**src/sv/square_matrix_multiply_engine_top_defines.svh**
```systemverilog
// Assertion macros for the square matrix multiply engine.
// Included by the RTL file that carries concurrent checks; no dependencies.
`ifndef SQUARE_MATRIX_MULTIPLY_ENGINE_TOP_DEFINES_SVH
`define SQUARE_MATRIX_MULTIPLY_ENGINE_TOP_DEFINES_SVH

`ifndef SYNTH
// check at every edge outside reset
`define SMME_ASSERT(lbl, clk, rstn, prop) \
	lbl: assert property (@(posedge clk) disable iff (!rstn) prop) \
		else $error("smme assertion failed");
// check at every edge, reset included
`define SMME_ASSERT_RST(lbl, clk, prop) \
	lbl: assert property (@(posedge clk) prop) \
		else $error("smme reset assertion failed");
`else
`define SMME_ASSERT(lbl, clk, rstn, prop)
`define SMME_ASSERT_RST(lbl, clk, prop)
`endif

`endif

```
**src/sv/smme_pkg.sv**
```systemverilog
// Shared types and constants of the square matrix multiply engine.
// No dependencies; imported by smme_mac and the top level.
`timescale 1ns / 1ps
`default_nettype none

package smme_pkg;

	localparam int DEF_MAX_DIM    = 64;
	localparam int DEF_VALUE_BITS = 16;

	localparam int SIZE_W    = 7;
	localparam int INDEX_W   = 6;
	localparam int VALUE_W   = 16;
	localparam int PRODUCT_W = 38;

	localparam logic [SIZE_W-1:0] SIZE_RESET = 7'd64;

	typedef enum logic [1:0] {
		REQ_LOAD_A  = 2'd0,
		REQ_LOAD_B  = 2'd1,
		REQ_COMPUTE = 2'd2,
		REQ_READ    = 2'd3
	} req_t;

	typedef enum logic [1:0] {
		ST_IDLE,
		ST_READ,
		ST_COMPUTE,
		ST_DRAIN
	} state_t;

	// control that travels with one multiply-accumulate step
	typedef struct packed {
		logic vld;
		logic last;
	} mac_ctl_t;

endpackage

`default_nettype wire

```
**src/sv/smme_mac.sv**
```systemverilog
// Multiply-accumulate datapath: registered product, 38-bit accumulator and C write-back.
// Depends on smme_pkg.
`timescale 1ns / 1ps
`default_nettype none

module smme_mac
	import smme_pkg::*;
#(
	parameter int VALUE_BITS = DEF_VALUE_BITS,
	parameter int ADDR_W     = 12
) (
	input  wire logic                  clk,
	input  wire logic                  arst_n,
	input  wire mac_ctl_t              ctl_s1,
	input  wire logic [ADDR_W-1:0]     caddr_s1,
	input  wire logic [VALUE_BITS-1:0] a_data,
	input  wire logic [VALUE_BITS-1:0] b_data,
	output logic                       c_we,
	output logic      [ADDR_W-1:0]     c_waddr,
	output logic      [PRODUCT_W-1:0]  c_wdata
);

	localparam int MULT_W = 2 * VALUE_BITS;

	mac_ctl_t             ctl_s2;
	logic [ADDR_W-1:0]    caddr_s2;
	logic [MULT_W-1:0]    mult_s2;
	logic [PRODUCT_W-1:0] mult_ext;
	logic [PRODUCT_W-1:0] acc_q;
	logic [PRODUCT_W-1:0] sum;

	always_ff @(posedge clk or negedge arst_n) begin
		if (!arst_n) begin
			ctl_s2 <= '0;
		end else begin
			ctl_s2 <= ctl_s1;
		end
	end

	always_ff @(posedge clk) begin
		mult_s2  <= MULT_W'(a_data) * MULT_W'(b_data);
		caddr_s2 <= caddr_s1;
	end

	generate
		if (MULT_W >= PRODUCT_W) begin : g_trunc
			assign mult_ext = mult_s2[PRODUCT_W-1:0];
		end else begin : g_ext
			assign mult_ext = {{(PRODUCT_W-MULT_W){1'b0}}, mult_s2};
		end
	endgenerate

	// wraps modulo 2^38
	assign sum = acc_q + mult_ext;

	always_ff @(posedge clk or negedge arst_n) begin
		if (!arst_n) begin
			acc_q <= '0;
		end else if (ctl_s2.vld) begin
			// restart the sum after the last term of an element
			acc_q <= ctl_s2.last ? '0 : sum;
		end
	end

	assign c_we    = ctl_s2.vld & ctl_s2.last;
	assign c_waddr = caddr_s2;
	assign c_wdata = sum;

endmodule

`default_nettype wire

```
**config.mk**
```make
export PLATFORM = sky130hd
export DESIGN_NAME = smme_mac
export DESIGN_NICKNAME = d
export VERILOG_FILES = /design/src/sv/square_matrix_multiply_engine_top_defines.svh /design/src/sv/smme_pkg.sv /design/src/sv/smme_mac.sv
export SDC_FILE = /design/constraint.sdc
export NUM_CORES = 1
export LEC_CHECK = 0
export BUFFER_PORTS_ARGS = -buffer_cell sky130_fd_sc_hd__clkbuf_2
export CAP_MARGIN = 40
export CORE_MARGIN = 2
export CORE_UTILIZATION = 57
export DETAILED_ROUTE_END_ITERATION = 8
export PLACE_DENSITY = 0.79
export SYNTH_ARGS = -nofsm -noshare
export SYNTH_HDL_FRONTEND = slang
export SYNTH_SLANG_ARGS = --single-unit
```
**constraint.sdc**
```tcl
create_clock -name clk -period 2.8 [get_ports clk]
set_input_delay 0.42 -clock clk [delete_from_list [all_inputs] [get_ports clk]]
set_output_delay 0.42 -clock clk [all_outputs]
set_load 0.03 [all_outputs]
```
==> results of run 1 <==
-- cell type report --
type	count	area (um2)
Clock inverter	5	52.55
Tap cell	280	350.3
Inverter	232	870.8
Fill cell	1212	4145
Multi-Input combinational cell	1005	11090
Sequential cell	84	1886
Clock buffer	11	232.7
Timing Repair Buffer	356	3127
-- per-stage QoR --
| step | hold WS [ns] | std cells |
|---|---|---|
| 3_5_place_dp | 0.3172 | 1894 |
| 5_1_grt | 0.1695 | 1973 |
| 4_1_cts | 0.1659 | 1948 |
| 6_report | 0.1762 | 1973 |
| 2_1_floorplan | 0.1244 | 1374 |
| 3_3_place_gp | 0.4984 | 1893 |
-- synth_stat cells (22+ instances only) --
cell      number  area share [%]
nand2_1      173             5.2
inv_1        231             6.9
dfrtp_1       40             8.0
clkbuf_1      49             1.5
xor2_1        22             1.5
a21oi_1       64             2.5
nor2_1        30            0.90
o21ai_0       34             1.4
a22o_1        24             1.7
dfxtp_1       44             7.0
a21o_1        33             2.0
ha_1         136              14
and2_1       122             6.1
fa_1         195              31
xnor2_1       42             2.9
-- metal layers --
layer	share of wire [%]	vias up	global-route usage, %
li1	-	4999	-
met1	38	5533	37.96
met2	51	507	54.45
met3	6.0	129	4.352
met4	4.4	0	10.49
met5	0	-	0
-- cell families (layout without fill, tap and decap cells) --
group | count (synthesis) | count (layout) | synth area share [%]
compound gates | 218 | 218 | 11.87
xor+xnor | 64 | 64 | 4.455
fa+ha+maj | 331 | 331 | 44.55
buf+inv | 285 | 604 | 8.622
flops | 84 | 84 | 14.96
simple gates | 392 | 392 | 15.54
-- repair_timing --
| action | in CTS | in global routing |
|---|---|---|
| hold buffers | 1 | 0 |
| buffers inserted | 41 | 33 |
| cloned | 0 | 1 |
| resized for setup | 241 | 163 |
| pin swaps | 108 | 86 |
| hold endpoints to repair | 8 | 0 |
| endpoints found under the setup margin | 63 | 73 |
-- registers in the layout, indices dropped and copies added, names as in the netlist --
signal / cells
ctl_s2: 2
acc_q: 38
mult_s2: 32
c_waddr: 12
-- worst max-delay path by stage --
stage	endpoint	startpoint	cells after the start
finish	mult_s2[29]$_DFF_P_	a_data[7]	23
global route	mult_s2[25]$_DFF_P_	a_data[7]	24
CTS	mult_s2[24]$_DFF_P_	a_data[7]	21
detailed placement	mult_s2[30]$_DFF_P_	a_data[7]	21
global placement	mult_s2[29]$_DFF_P_	a_data[7]	22
floorplan	mult_s2[29]$_DFF_P_	b_data[5]	22
==> results.py, run 1 <==
metrics = {
    "outcome": {
        "status": "complete, but fails checks",
        "violations": "negative setup slack",
    },
    "global_routing": {
        "antenna_found_initial": 0,
        "grt_pass1_vias": 11830,
        "grt_max_degree": 33,
        "grtUsageTotal_pct": 30.48,
        "gr-total-overflow": 0,
        "grt_pass1_wl_um": 57920,
    },
    "critical_path": {
        "max_stage_delay_ns": 0.55,
        "critPathRequiredTime_ns": 3.02,
        "reg2reg_to": "acc_q[30]$_DFFE_PN0P_",
        "crit_family": "adder cells",
        "crit_arrival_ns": 5.56,
        "critPathSlowestCell": "fa_1",
        "cp_common_cell": "fa_1",
        "reg2regPathDepth": 13,
        "timing.rr.start": "acc_q[0]$_DFFE_PN0P_",
        "cp-end-kind": "flip-flop",
        "crit_buf_inv": 7,
        "crit_path_start_kind": "primary input",
        "worstPathCellList": "clkbuf_16 > buf_12 > nand2_4 > fa_1 > inv_2 > fa_1 > inv_2 > fa_1 > inv_2 > fa_1 > fa_1 > inv_1 > fa_1 > inv_2 > ha_4 > and3_4 > and2_4 > a31oi_4 > o21ai_2 > a31oi_4 > o31ai_4 > o41ai_2 > xnor2_1",
        "crit_fanout": 6,
        "regToRegSetupSlack_ns": -0.19,
        "worstSetupPathType": "primary input to flip-flop",
    },
    "final_layout": {
        "most-common-layout-cells": "213 x buf_4, 203 x inv_1, 185 x fa_1",
        "final_common_cell": "buf_4",
        "final_area_mm2": 0.01761,
        "diodes": 0,
        "drive_gt1_share_pct": 36.03,
        "syn2layout_area_growth_pct": 39.97,
        "fin_nets": 2067,
        "final_util_pct": 80.95,
    },
    "clock_network": {
        "cts_tree": "yes",
        "clock_path_buffers": 2,
        "clkLatencyLatePin_ns": 0.34,
        "cts_root_buffer": "clkbuf_16",
        "clk_pin_slew_ns": 0.06,
        "cts_made_buffers": 9,
        "cts.sinks": 84,
        "htreeDepth": 3,
    },
    "sta": {
        "relSlewSlack_pct": 60.57,
        "period_share_pct": 190.6,
        "slew_violations": 0,
        "setup_viol": 70,
        "fmax_mhz": 187.4,
        "hold_violations": 0,
        "worst-slew-pin-transition_ns": 0.5908,
        "rsz0062_at_grt": "yes",
        "finalCriticalPeriod_ns": 5.337,
        "setup_ws_ns": -2.537,
        "fin_setup_tns_ns": -70.68,
        "finClkSkew_ns": 0.009279,
    },
    "yosys": {
        "async_flop_share_pct": 47.62,
        "synth.net_count": 1753,
        "synth_flop_cell": "dfxtp_1",
        "avgSynthCellArea_um2": 9.157,
        "yosysSeqAreaShare_pct": 14.96,
        "netlist_area_mm2": 0.01258,
        "synth_warnings": 0,
        "ys_ff_latch": 84,
        "synth_cell_types": 56,
        "synth_edf_count": 0,
        "syn_inst": 1374,
    },
    "flow_run": {
        "drv_cap": 0,
    },
    "drt": {
        "ant_nets": 0,
        "vias": 11170,
        "routedWlPerCell_um": 19.47,
        "drc": 0,
        "drtIter0Drc": 583,
        "avgViaCountPerCell": 5.660,
        "wirelength_um": 38410,
        "dr.pass1.iters": 5,
    },
    "placement": {
        "dp_slack_ns": -2.934,
        "dp_hpwl_um": 26560,
        "portBuffers": 98,
        "routabilityCongestion": 0.9327,
        "place_area_mm2": 0.01524,
    },
    "floorplan": {
        "start_util_pct": 57.83,
        "dieHeight_um": 152.6,
        "die-area_mm2": 0.02328,
        "placeableCoreArea_mm2": 0.02176,
        "row_count": 54,
        "ioPinCount": 99,
        "die_w_um": 152.6,
    },
    "hold_path": {
        "holdPathEnd": "c_waddr[9]$_DFF_P_",
        "hp-class": "primary input to flip-flop",
        "min_path_cells": 1,
        "worstHoldStart": "caddr_s1[9]",
    },
}
Power of run 1 is left out: the tool's default activity adds up to more than one toggle a clock period on the data nets, which glitch-free logic cannot reach.
==> run 2: changes to the inputs <==
SKIP_CTS_REPAIR_TIMING = 1   (was unset)
==> results.py, run 2 (synthesized netlist as in run 1, its figures left out) <==
metrics = {
    "floorplan": {
        "start_util_pct": 57.83,
        "ioPinCount": 99,
        "placeableCoreArea_mm2": 0.02176,
        "die_w_um": 152.6,
        "die-area_mm2": 0.02328,
        "row_count": 54,
        "dieHeight_um": 152.6,
    },
    "drt": {
        "wirelength_um": 36470,
        "ant_nets": 0,
        "vias": 11110,
        "drtIter0Drc": 662,
        "routedWlPerCell_um": 18.63,
        "dr.pass1.iters": 6,
        "drc": 0,
        "avgViaCountPerCell": 5.677,
    },
    "clock_network": {
        "clkLatencyLatePin_ns": 0.34,
        "cts_made_buffers": 9,
        "cts_tree": "yes",
        "cts.sinks": 84,
        "htreeDepth": 3,
        "clk_pin_slew_ns": 0.06,
        "cts_root_buffer": "clkbuf_16",
        "clock_path_buffers": 2,
    },
    "global_routing": {
        "grt_pass1_vias": 11180,
        "grt_max_degree": 33,
        "grt_pass1_wl_um": 52510,
        "grtUsageTotal_pct": 27.29,
        "gr-total-overflow": 0,
        "antenna_found_initial": 0,
    },
    "critical_path": {
        "critPathRequiredTime_ns": 3.03,
        "crit_fanout": 5,
        "startpoint": "a_data[6]",
        "reg2regPathDepth": 13,
        "timing.rr.start": "acc_q[0]$_DFFE_PN0P_",
        "reg2reg_to": "acc_q[30]$_DFFE_PN0P_",
        "setup.worst_path.end": "mult_s2[24]$_DFF_P_",
        "regToRegSetupSlack_ns": -0.38,
        "crit_path_start_kind": "primary input",
        "worstSetupPathType": "primary input to flip-flop",
        "crit_arrival_ns": 5.52,
        "cp-end-kind": "flip-flop",
    },
    "final_layout": {
        "most-common-layout-cells": "208 x buf_4, 198 x inv_1, 185 x fa_1",
        "n_fill_cell": 1270,
        "syn2layout_area_growth_pct": 37.03,
        "drive_gt1_share_pct": 35.12,
        "largest_reg_flops": 38,
        "top_register": "acc_q",
        "final_common_cell": "buf_4",
        "fin_nets": 2051,
        "diodes": 0,
    },
    "placement": {
        "portBuffers": 98,
        "routabilityCongestion": 0.9327,
        "dp_hpwl_um": 26560,
    },
    "sta": {
        "slew_violations": 0,
        "fmax_mhz": 188.8,
        "rsz0062_at_grt": "yes",
        "period_share_pct": 189.1,
        "relSlewSlack_pct": 60.25,
        "hold_violations": 0,
        "finClkSkew_ns": 0.007842,
        "finalCriticalPeriod_ns": 5.296,
        "setup_ws_ns": -2.496,
        "hold_ws_ns": 0.1751,
        "worst-slew-pin-transition_ns": 0.5956,
        "setup_viol": 71,
    },
    "outcome": {
        "status": "complete, but fails checks",
        "violations": "negative setup slack",
    },
    "flow_run": {
        "drv_cap": 0,
    },
    "hold_path": {
        "hp-class": "primary input to flip-flop",
    },
}
-- run 2: how the worst min path moves through the flow --
| stage | startpoint | to | depth (start not counted) |
|---|---|---|---|
| after floorplan | arst_n | acc_q[0]$_DFFE_PN0P_ | 0 |
| after global placement | acc_q[14]$_DFFE_PN0P_ | acc_q[14]$_DFFE_PN0P_ | 1 |
| after detailed placement | arst_n | acc_q[7]$_DFFE_PN0P_ | 1 |
| after CTS | arst_n | acc_q[7]$_DFFE_PN0P_ | 1 |
| after global routing | caddr_s1[8] | c_waddr[8]$_DFF_P_ | 1 |
| final | caddr_s1[8] | c_waddr[8]$_DFF_P_ | 1 |
-- run 2: layer usage --
layer | wire [um] | share of wire [%] | GRT usage [%]
met5 | 0 | 0 | 0
met4 | 1222 | 3.4 | 7.363
met3 | 2282 | 6.3 | 3.840
met2 | 18390 | 50 | 47.68
met1 | 14570 | 40 | 35.80
-- run 2: critical path, stage by stage --
cell and delay, ns:
buf_12 0.11, and2_4 0.16, fa_1 0.56, inv_2 0.05
fa_2 0.45, fa_1 0.50, fa_1 0.50, inv_1 0.06
fa_1 0.50, inv_2 0.04, fa_1 0.53, inv_2 0.05
ha_4 0.27, and4_4 0.21, a21oi_2 0.05, and3b_1 0.19
a211o_1 0.35, a31oi_1 0.23, o21a_1 0.14, nor2_1 0.04
xnor2_1 0.11
-- run 2: through the flow --
stage | setup TNS [ns] | std cells | worst slack, ns | instance area (um2) | util, %
after detailed placement | -71.46 | 1894 | -2.934 | 15240 | 70.04
after global routing | -78.50 | 1957 | -2.691 | 17240 | 79.25
after global placement | -67.47 | 1893 | -2.815 | 15220 | 69.95
final | -71.10 | 1957 | -2.496 | 17240 | 79.25
after floorplan | -52.56 | 1374 | -2.603 | 13380 | -
after CTS | -72.35 | 1910 | -2.571 | 15520 | 71.35
-- run 2: layout make-up --
type / count / area, um2 / share of cell area (%)
Clock buffer: 11 / 232.7 / 1.350
Inverter: 232 / 870.8 / 5.051
Clock inverter: 5 / 52.55 / 0.3048
Sequential cell: 84 / 1884 / 10.93
Timing Repair Buffer: 340 / 2863 / 16.60
Tap cell: 280 / 350.3 / 2.032
Multi-Input combinational cell: 1005 / 10990 / 63.73
Power of run 2 is left out for the same reason.
